File: src/rtl/ita_pkg.sv
// ----------------------------------------------------------------------------
// ita_pkg: shared types and constants for the integer to ASCII converter
// Holds the data width, the radix codes, the queued job type and the digit
// to ASCII mapping used by the front and back parts of the block.
// ----------------------------------------------------------------------------
package ita_pkg;

  // Width of the integer being converted.
  localparam int DataWidth = 32;
  // Bits needed to count digits up to DataWidth, and to index the store.
  localparam int CountWidth = $clog2(DataWidth + 1);
  localparam int IndexWidth = $clog2(DataWidth);

  // Reciprocal of ten for a 32-bit dividend: q = (m * DecRecip) >> DecShift.
  localparam logic [31:0] DecRecip = 32'hCCCC_CCCD;
  localparam int          DecShift = 35;

  // Normalised radix of a queued item.
  typedef enum logic [1:0] {
    RADIX_BIN = 2'd0,
    RADIX_DEC = 2'd1,
    RADIX_HEX = 2'd2
  } radix_t;

  // One item handed from the front part to the back part.
  typedef struct packed {
    logic [DataWidth-1:0] mag;
    radix_t               radix;
  } ita_job_t;

  // Status of the queue between the two parts.
  typedef struct packed {
    logic full;
    logic empty;
  } ita_q_stat_t;

  // ASCII code of one digit: '0' to '9', then 'a' to 'f'.
  function automatic logic [6:0] ascii_of(input logic [3:0] d);
    logic [6:0] code;
    if (d < 4'd10) begin
      code = 7'h30 + {3'b000, d};
    end else begin
      code = 7'h61 + {3'b000, d} - 7'd10;
    end
    return code;
  endfunction

endpackage

File: src/rtl/ita_front.sv
// ----------------------------------------------------------------------------
// ita_front: item intake and classification
// Holds the radix register, takes the magnitude of each accepted item and
// queues it for conversion. A zero item has no characters and is dropped.
// ----------------------------------------------------------------------------
module ita_front import ita_pkg::*; (
  input  logic                 clk,
  input  logic                 rst_n,
  input  logic                 cfg_we,
  input  logic [1:0]           cfg_wdata,
  input  logic                 start,
  input  logic [DataWidth-1:0] in_value,
  input  ita_q_stat_t          q_stat,
  output logic                 busy,
  output logic                 push,
  output ita_job_t             push_job
);

  logic [1:0]           radix_select_r;
  logic [1:0]           radix_select_nxt;
  logic [DataWidth-1:0] mag;
  radix_t               radix;

  // Radix register; the user must write it only while the block is idle, the block does not enforce this.
  always_comb begin
    radix_select_nxt = radix_select_r;
    if (cfg_we) begin
      radix_select_nxt = cfg_wdata;
    end
  end

  always_ff @(posedge clk) begin
    if (!rst_n) begin
      radix_select_r <= 2'd1;
    end else begin
      radix_select_r <= radix_select_nxt;
    end
  end

  // Bit 1 selects hexadecimal, otherwise bit 0 selects decimal.
  always_comb begin
    if (radix_select_r[1]) begin
      radix = RADIX_HEX;
    end else if (radix_select_r[0]) begin
      radix = RADIX_DEC;
    end else begin
      radix = RADIX_BIN;
    end
  end

  // Magnitude; the most negative value becomes the unsigned top bit alone.
  assign mag = in_value[DataWidth-1] ? (~in_value + 1'b1) : in_value;

  // Accept whenever the queue has room; only non-zero items go forward.
  assign busy          = q_stat.full;
  assign push          = start && !q_stat.full && (mag != '0);
  assign push_job.mag   = mag;
  assign push_job.radix = radix;

endmodule

File: src/rtl/ita_queue.sv
// ----------------------------------------------------------------------------
// ita_queue: two-entry item queue
// Decouples intake from conversion so that the front can take items while
// the back part is still converting or emitting the previous one.
// ----------------------------------------------------------------------------
module ita_queue import ita_pkg::*; (
  input  logic        clk,
  input  logic        rst_n,
  input  logic        push,
  input  ita_job_t    push_job,
  input  logic        pop,
  output ita_job_t    pop_job,
  output ita_q_stat_t q_stat
);

  ita_job_t   entry_r [2];
  logic       wr_ptr_r;
  logic       wr_ptr_nxt;
  logic       rd_ptr_r;
  logic       rd_ptr_nxt;
  logic [1:0] cnt_r;
  logic [1:0] cnt_nxt;

  // Pointer and fill count update.
  always_comb begin
    wr_ptr_nxt = wr_ptr_r;
    rd_ptr_nxt = rd_ptr_r;
    cnt_nxt    = cnt_r;
    if (push) begin
      wr_ptr_nxt = ~wr_ptr_r;
    end
    if (pop) begin
      rd_ptr_nxt = ~rd_ptr_r;
    end
    if (push && !pop) begin
      cnt_nxt = cnt_r + 2'd1;
    end else if (pop && !push) begin
      cnt_nxt = cnt_r - 2'd1;
    end
  end

  always_ff @(posedge clk) begin
    if (!rst_n) begin
      wr_ptr_r <= 1'b0;
      rd_ptr_r <= 1'b0;
      cnt_r    <= 2'd0;
    end else begin
      wr_ptr_r <= wr_ptr_nxt;
      rd_ptr_r <= rd_ptr_nxt;
      cnt_r    <= cnt_nxt;
    end
  end

  // Entry storage needs no reset.
  always_ff @(posedge clk) begin
    if (push) begin
      entry_r[wr_ptr_r] <= push_job;
    end
  end

  assign pop_job      = entry_r[rd_ptr_r];
  assign q_stat.full  = (cnt_r == 2'd2);
  assign q_stat.empty = (cnt_r == 2'd0);

endmodule

File: src/rtl/ita_back.sv
// ----------------------------------------------------------------------------
// ita_back: digit extraction and character emission
// Takes queued items, splits the magnitude into digits least significant
// first into a small digit store, then reads them back most significant
// first and emits one character per cycle.
// ----------------------------------------------------------------------------
module ita_back import ita_pkg::*; (
  input  logic        clk,
  input  logic        rst_n,
  input  ita_q_stat_t q_stat,
  input  ita_job_t    pop_job,
  output logic        pop,
  output logic        out_valid,
  output logic [6:0]  out_digit_char,
  output logic        out_last_char
);

  typedef enum logic [4:0] {
    ST_IDLE  = 5'b00001,
    ST_MUL   = 5'b00010,
    ST_DIG   = 5'b00100,
    ST_FETCH = 5'b01000,
    ST_EMIT  = 5'b10000
  } state_t;

  state_t                state_r;
  state_t                state_nxt;
  logic [DataWidth-1:0]  mag_r;
  logic [DataWidth-1:0]  mag_nxt;
  radix_t                radix_r;
  radix_t                radix_nxt;
  logic [CountWidth-1:0] cnt_r;
  logic [CountWidth-1:0] cnt_nxt;
  logic [IndexWidth-1:0] pos_r;
  logic [IndexWidth-1:0] pos_nxt;
  logic [63:0]           prod_r;
  logic [DataWidth-1:0]  quot;
  logic [DataWidth-1:0]  dec_rem;
  logic [3:0]            digit;
  logic                  wr_en;
  logic [IndexWidth-1:0] rd_addr;
  logic [3:0]            rd_data_r;
  logic [3:0]            digit_mem [DataWidth];

  // Quotient and remainder of one digit step for the current radix.
  always_comb begin
    dec_rem = '0;
    case (radix_r)
      RADIX_DEC: begin
        quot    = DataWidth'(prod_r[63:DecShift]);
        dec_rem = mag_r - (quot << 3) - (quot << 1);
        digit   = dec_rem[3:0];
      end
      RADIX_HEX: begin
        quot  = mag_r >> 4;
        digit = mag_r[3:0];
      end
      RADIX_BIN: begin
        quot  = mag_r >> 1;
        digit = {3'b000, mag_r[0]};
      end
      default: begin
        quot  = mag_r >> 4;
        digit = mag_r[3:0];
      end
    endcase
  end

  // Sequencer: pop, extract digits, then emit them in reverse order.
  always_comb begin
    state_nxt = state_r;
    mag_nxt   = mag_r;
    radix_nxt = radix_r;
    cnt_nxt   = cnt_r;
    pos_nxt   = pos_r;
    pop       = 1'b0;
    wr_en     = 1'b0;
    case (state_r)
      ST_IDLE: begin
        if (!q_stat.empty) begin
          pop       = 1'b1;
          mag_nxt   = pop_job.mag;
          radix_nxt = pop_job.radix;
          cnt_nxt   = '0;
          state_nxt = (pop_job.radix == RADIX_DEC) ? ST_MUL : ST_DIG;
        end
      end
      ST_MUL: begin
        state_nxt = ST_DIG;
      end
      ST_DIG: begin
        wr_en   = 1'b1;
        mag_nxt = quot;
        cnt_nxt = cnt_r + 1'b1;
        if (quot == '0) begin
          pos_nxt   = cnt_r[IndexWidth-1:0];
          state_nxt = ST_FETCH;
        end else begin
          state_nxt = (radix_r == RADIX_DEC) ? ST_MUL : ST_DIG;
        end
      end
      ST_FETCH: begin
        state_nxt = ST_EMIT;
      end
      ST_EMIT: begin
        if (pos_r == '0) begin
          state_nxt = ST_IDLE;
        end else begin
          pos_nxt = pos_r - 1'b1;
        end
      end
      default: begin
        state_nxt = ST_IDLE;
      end
    endcase
  end

  always_ff @(posedge clk) begin
    if (!rst_n) begin
      state_r <= ST_IDLE;
      mag_r   <= '0;
      cnt_r   <= '0;
    end else begin
      state_r <= state_nxt;
      mag_r   <= mag_nxt;
      cnt_r   <= cnt_nxt;
    end
  end

  // Datapath registers without reset.
  always_ff @(posedge clk) begin
    radix_r <= radix_nxt;
    pos_r   <= pos_nxt;
    prod_r  <= 64'(mag_r) * 64'(DecRecip);
  end

  // Digit store: written during extraction, read one entry ahead in emission.
  assign rd_addr = (state_r == ST_EMIT) ? (pos_r - 1'b1) : pos_r;

  always_ff @(posedge clk) begin
    if (wr_en) begin
      digit_mem[cnt_r[IndexWidth-1:0]] <= digit;
    end
    rd_data_r <= digit_mem[rd_addr];
  end

  // Result strobe and payload.
  assign out_valid      = (state_r == ST_EMIT);
  assign out_digit_char = ascii_of(rd_data_r);
  assign out_last_char  = (pos_r == '0);

endmodule

File: src/rtl/integer_to_radix_ascii.sv
// ----------------------------------------------------------------------------
// integer_to_radix_ascii: signed integer to ASCII digit string
// Converts the magnitude of a 32-bit signed integer into binary, decimal or
// lower-case hexadecimal characters, most significant first.
// ----------------------------------------------------------------------------
// Usage:
//   Configuration: cfg_we with cfg_wdata writes the radix register (0 binary,
//   1 decimal, 2 or 3 hexadecimal). Write it only while no item is in flight.
//   Input: an item is taken at a clock edge with start high and busy low.
//   busy is high while the two-entry queue in front of the converter is full.
//   Output: each character is shown for one cycle with out_valid high;
//   out_last_char marks the final character. The receiver cannot stall.
//   A zero item produces no characters and uses no conversion time.
// Steps per item in the back part:
//   decimal: a reciprocal multiply, then a fix-up, for each digit;
//   binary and hexadecimal: a shift for each digit.
//   The longest item is a binary number of 32 digits. The first character
//   appears after the last digit step and a fetch from the digit store.
// Reset: rst_n is synchronous, active low; the radix returns to decimal and
//   the queue and sequencer are emptied.
// ----------------------------------------------------------------------------
module integer_to_radix_ascii import ita_pkg::*; (
  input  logic                 clk,
  input  logic                 rst_n,
  input  logic                 cfg_we,
  input  logic [1:0]           cfg_wdata,
  input  logic                 start,
  output logic                 busy,
  input  logic [DataWidth-1:0] in_value,
  output logic                 out_valid,
  output logic [6:0]           out_digit_char,
  output logic                 out_last_char
);

  ita_q_stat_t q_stat;
  ita_job_t    push_job;
  ita_job_t    pop_job;
  logic        push;
  logic        pop;

  // Intake and classification.
  ita_front u_front (
    .clk       (clk),
    .rst_n     (rst_n),
    .cfg_we    (cfg_we),
    .cfg_wdata (cfg_wdata),
    .start     (start),
    .in_value  (in_value),
    .q_stat    (q_stat),
    .busy      (busy),
    .push      (push),
    .push_job  (push_job)
  );

  // Queue between the two parts.
  ita_queue u_queue (
    .clk      (clk),
    .rst_n    (rst_n),
    .push     (push),
    .push_job (push_job),
    .pop      (pop),
    .pop_job  (pop_job),
    .q_stat   (q_stat)
  );

  // Conversion and emission.
  ita_back u_back (
    .clk            (clk),
    .rst_n          (rst_n),
    .q_stat         (q_stat),
    .pop_job        (pop_job),
    .pop            (pop),
    .out_valid      (out_valid),
    .out_digit_char (out_digit_char),
    .out_last_char  (out_last_char)
  );

endmodule

File: config.mk
export PLATFORM = sky130hd
export DESIGN_NAME = integer_to_radix_ascii
export DESIGN_NICKNAME = d
export VERILOG_FILES = /design/src/rtl/ita_pkg.sv /design/src/rtl/ita_front.sv /design/src/rtl/ita_queue.sv /design/src/rtl/ita_back.sv /design/src/rtl/integer_to_radix_ascii.sv
export SDC_FILE = /design/constraint.sdc
export NUM_CORES = 2
export LEC_CHECK = 0
export ABC_CLOCK_PERIOD_IN_PS = 9270
export BUFFER_PORTS_ARGS = -buffer_cell sky130_fd_sc_hd__buf_2
export CAP_MARGIN = 20
export CORE_UTILIZATION = 50
export DETAILED_ROUTE_END_ITERATION = 8
export PLACE_DENSITY = 0.67
export RECOVER_POWER = 100
export SYNTH_ARGS = -nofsm -noshare
export SYNTH_HDL_FRONTEND = slang
export SYNTH_SLANG_ARGS = --single-unit
File: constraint.sdc
create_clock -name clk -period 9.27 [get_ports clk]
set_input_delay 1.3905 -clock clk [delete_from_list [all_inputs] [get_ports clk]]
set_output_delay 1.3905 -clock clk [all_outputs]
set_load 0.01 [all_outputs]
==> results.yml <==
outcome:
  status: "finished with violations"
  violations: "capacitance limit, slew limit"
sta:
  fmaxAchievable_ghz: 0.113
  clock_skew_ns: 0.0160
  setup_viol: 0
  hold_violations: 0
  drv_slew: 397
  min_period_ns: 8.81
  fin_setup_tns_ns: 0
  tightest_slew_ns: 2.68
  relSlewSlack: -0.789
  period_share: 0.951
  grt_setup_unrepaired: "no"
place:
  gp_congestion: 1.01
  hpwlAfterDp_microns: 68200
  numPortBuffers: 46
synth:
  synthAdderAreaFrac: 0.416
  synth_cell_types: 76
  synth_xor_xnor_area_share: 0.0382
  synth_compound_area_frac: 0.0794
  synth_top_family_by_area: "adder cells"
  ys_ff_latch: 285
  syn_inst: 2652
  synth_edf_count: 203
  synthFlopType: "edfxtp_1"
  synthMuxAreaShare: 0.0562
  syn_area_sq_mm: 0.0293
  synth_fp_nets: 3433
  synth-simple-area-share: 0.0666
  yosys_warnings: 0
  avgSynthCellArea_sq_um: 11.1
  async_reset_ff_frac: 0
  synth.yosys.seq_area_share: 0.264
die:
  ioPinCount: 48
  core_area_sq_mm: 0.0578
  die_x_microns: 244
  rows: 88
  fp.dieH_microns: 244
  initial_core_util: 0.508
  dieArea_sq_mm: 0.0597
clocking:
  cts.sinks: 285
  cts_hold_buf: 0
  cts_tree: "yes"
  cts_made_buffers: 30
  clock_latency_ns: 0.55
  clkTransAtPathRegs_ns: 0.06
  clock-root-buffer: "clkbuf_16"
  cts_resized: 0
  htree_levels: 1
  clock_path_buffers: 3
  post_cts_buffers: 0
critical_path:
  cp-start-kind: "flip-flop"
  arrival_ns: 9.27
  critPathRequiredTime_ns: 9.73
  worstSetupPathType: "reg2reg"
  endpoint_kind: "flip-flop"
  crit_fanout: 8
grt:
  grt_max_degree: 65
  grt-ovfl-total: 0
  first_global_vias: 20700
  antenna_found_initial: 0
  grt_pass1_wl_microns: 125000
  grt_usage: 0.278
detailed_routing:
  vias: 19500
  firstDrtPassIters: 8
  drc: 0
  routed_via_density: 5.63
  ant_nets: 0
  drt_iter0_markers: 1559
  wirelength_microns: 81100
  wl_per_cell_microns: 23.4
cells_and_area:
  fin_util: 0.541
  nNetsFinal: 3462
  fill_cells: 5038
  area_growth_pct: 6.50
  diodes: 0
  drive_above_1_share: 0.0540
job:
  maxCapViolCount: 9
worst_hold_path:
  hp-class: "reg2reg"
==> cell usage after synthesis (6+ instances only) <==
master | instances | share of area
inv_1 | 543 | 0.069
fa_1 | 386 | 0.26
ha_1 | 357 | 0.15
edfxtp_1 | 203 | 0.21
nor2_1 | 166 | 0.021
a21oi_1 | 99 | 0.017
nand2_1 | 90 | 0.012
dfxtp_1 | 82 | 0.056
xnor2_1 | 72 | 0.021
clkbuf_1 | 67 | 0.0086
mux2i_1 | 67 | 0.023
xor2_1 | 56 | 0.017
a21o_1 | 53 | 0.014
o21ai_0 | 50 | 0.0085
mux4_2 | 40 | 0.031
o21a_1 | 39 | 0.010
a211oi_1 | 29 | 0.0074
nand3_1 | 20 | 0.0034
nand4_1 | 20 | 0.0043
and2_1 | 17 | 0.0036
nor3_1 | 12 | 0.0020
nand2b_1 | 11 | 0.0023
o31ai_1 | 11 | 0.0028
and3_1 | 10 | 0.0021
o211ai_1 | 9 | 0.0023
o21bai_1 | 9 | 0.0023
nor2b_1 | 8 | 0.0017
or3_1 | 8 | 0.0017
mux2_2 | 7 | 0.0027
nor4_1 | 7 | 0.0015
o41ai_1 | 7 | 0.0021
a21boi_0 | 6 | 0.0015
and4_1 | 6 | 0.0018
nand3b_1 | 6 | 0.0015
or4_1 | 6 | 0.0015
==> through the flow <==
step	std cells	hold WS (ns)	area (sq um)	setup WS, ns
2_1_floorplan	2652	0.433	29300	2.73
3_3_place_gp	3412	0.460	30500	0.503
3_5_place_dp	3413	0.486	30500	0.690
4_1_cts	3467	0.500	31400	0.657
5_1_grt	3468	0.521	31200	0.277
6_report	3468	0.487	31200	0.457
==> routing by layer <==
layer  vias up  part of all wire  track usage
li1       8860                 -            -
met4         0             0.046        0.112
met2       593              0.47        0.450
met1      9955              0.43        0.376
met5         -                 0            0
met3       132             0.056       0.0393
==> cell usage in the layout (no fill, tap or decap), types with 20 or more instances in the layout <==
cell,synthesis,layout
clkbuf_1,67,31
nand2_1,90,91
nand3_1,20,20
edfxtp_1,203,203
dfxtp_1,82,81
inv_1,543,544
clkbuf_16,0,31
nand4_1,20,20
a211oi_1,29,29
o21ai_0,50,51
mux4_2,40,40
o21a_1,39,39
fa_1,386,386
a21oi_1,99,99
a21o_1,53,53
nor2_1,166,166
ha_1,357,357
mux2i_1,67,67
xor2_1,56,56
buf_2,3,34
xnor2_1,72,71
==> logic make-up after synthesis <==
group | Yosys count
fa+ha+maj | 743
other cells | 1
buf+inv | 622
flops | 285
simple gates | 407
xor+xnor | 128
mux | 114
compound gates | 352
==> flip-flops by register name, indices dropped and copies added (netlist names), named ones only <==
| name | flops |
|---|---|
| u_queue.rd_ptr_r | 1 |
| u_back.digit_mem | 128 |
| u_queue.wr_ptr_r | 1 |
| u_back.pos_r | 5 |
| u_back.prod_r | 29 |
| u_back.mag_r | 32 |
| u_back.rd_data_r | 4 |
| u_queue.entry_r | 68 |
| u_back.cnt_r | 5 |
| u_queue.cnt_r | 2 |
| u_back.radix_r | 2 |
| u_front.radix_select_r | 2 |
| u_back.state_r | 5 |
==> layout make-up <==
type | count | area, sq um | area share
Inverter | 545 | 2050 | 0.0655
Sequential cell | 285 | 7740 | 0.248
Clock inverter | 12 | 65.1 | 0.00208
Multi-Input combinational cell | 1745 | 19200 | 0.615
Clock buffer | 42 | 840 | 0.0269
Tap cell | 765 | 957 | 0.0306
Timing Repair Buffer | 74 | 380 | 0.0122
==> path summary, 6_finish.rpt <==
| path | startpoint | to | slack, ns | cells past startpoint |
|---|---|---|---|---|
| max | u_back.mag_r[15]$_SDFFE_PN0P_ | u_back.prod_r[56]$_DFF_P_ | 0.46 | 24 |
| max reg2reg | u_back.mag_r[15]$_SDFFE_PN0P_ | u_back.prod_r[56]$_DFF_P_ | 0.46 | 24 |
| min reg2reg | u_front.radix_select_r[0]$_SDFFE_PN1P_ | u_front.radix_select_r[0]$_SDFFE_PN1P_ | 0.49 | 2 |
| min | u_front.radix_select_r[0]$_SDFFE_PN1P_ | u_front.radix_select_r[0]$_SDFFE_PN1P_ | 0.49 | 2 |
==> critical path, stage by stage, from the launching register on <==
cell	delay (ns)
dfxtp_1	0.61
ha_1	0.50
inv_1	0.29
fa_1	0.59
inv_1	0.05
fa_1	0.53
inv_1	0.06
fa_1	0.50
inv_1	0.06
fa_1	0.57
fa_1	0.43
fa_1	0.49
inv_1	0.05
fa_1	0.48
inv_1	0.05
ha_1	0.32
nand4_1	0.26
nor2_1	0.69
and2_0	0.28
nand3_1	0.12
nand3b_1	0.33
a21oi_1	0.56
o21ai_0	0.35
and4_1	0.30
a311oi_1	0.22
Power is left out: the tool's default activity adds up to more than one toggle a clock period on the data nets, which glitch-free logic cannot reach.
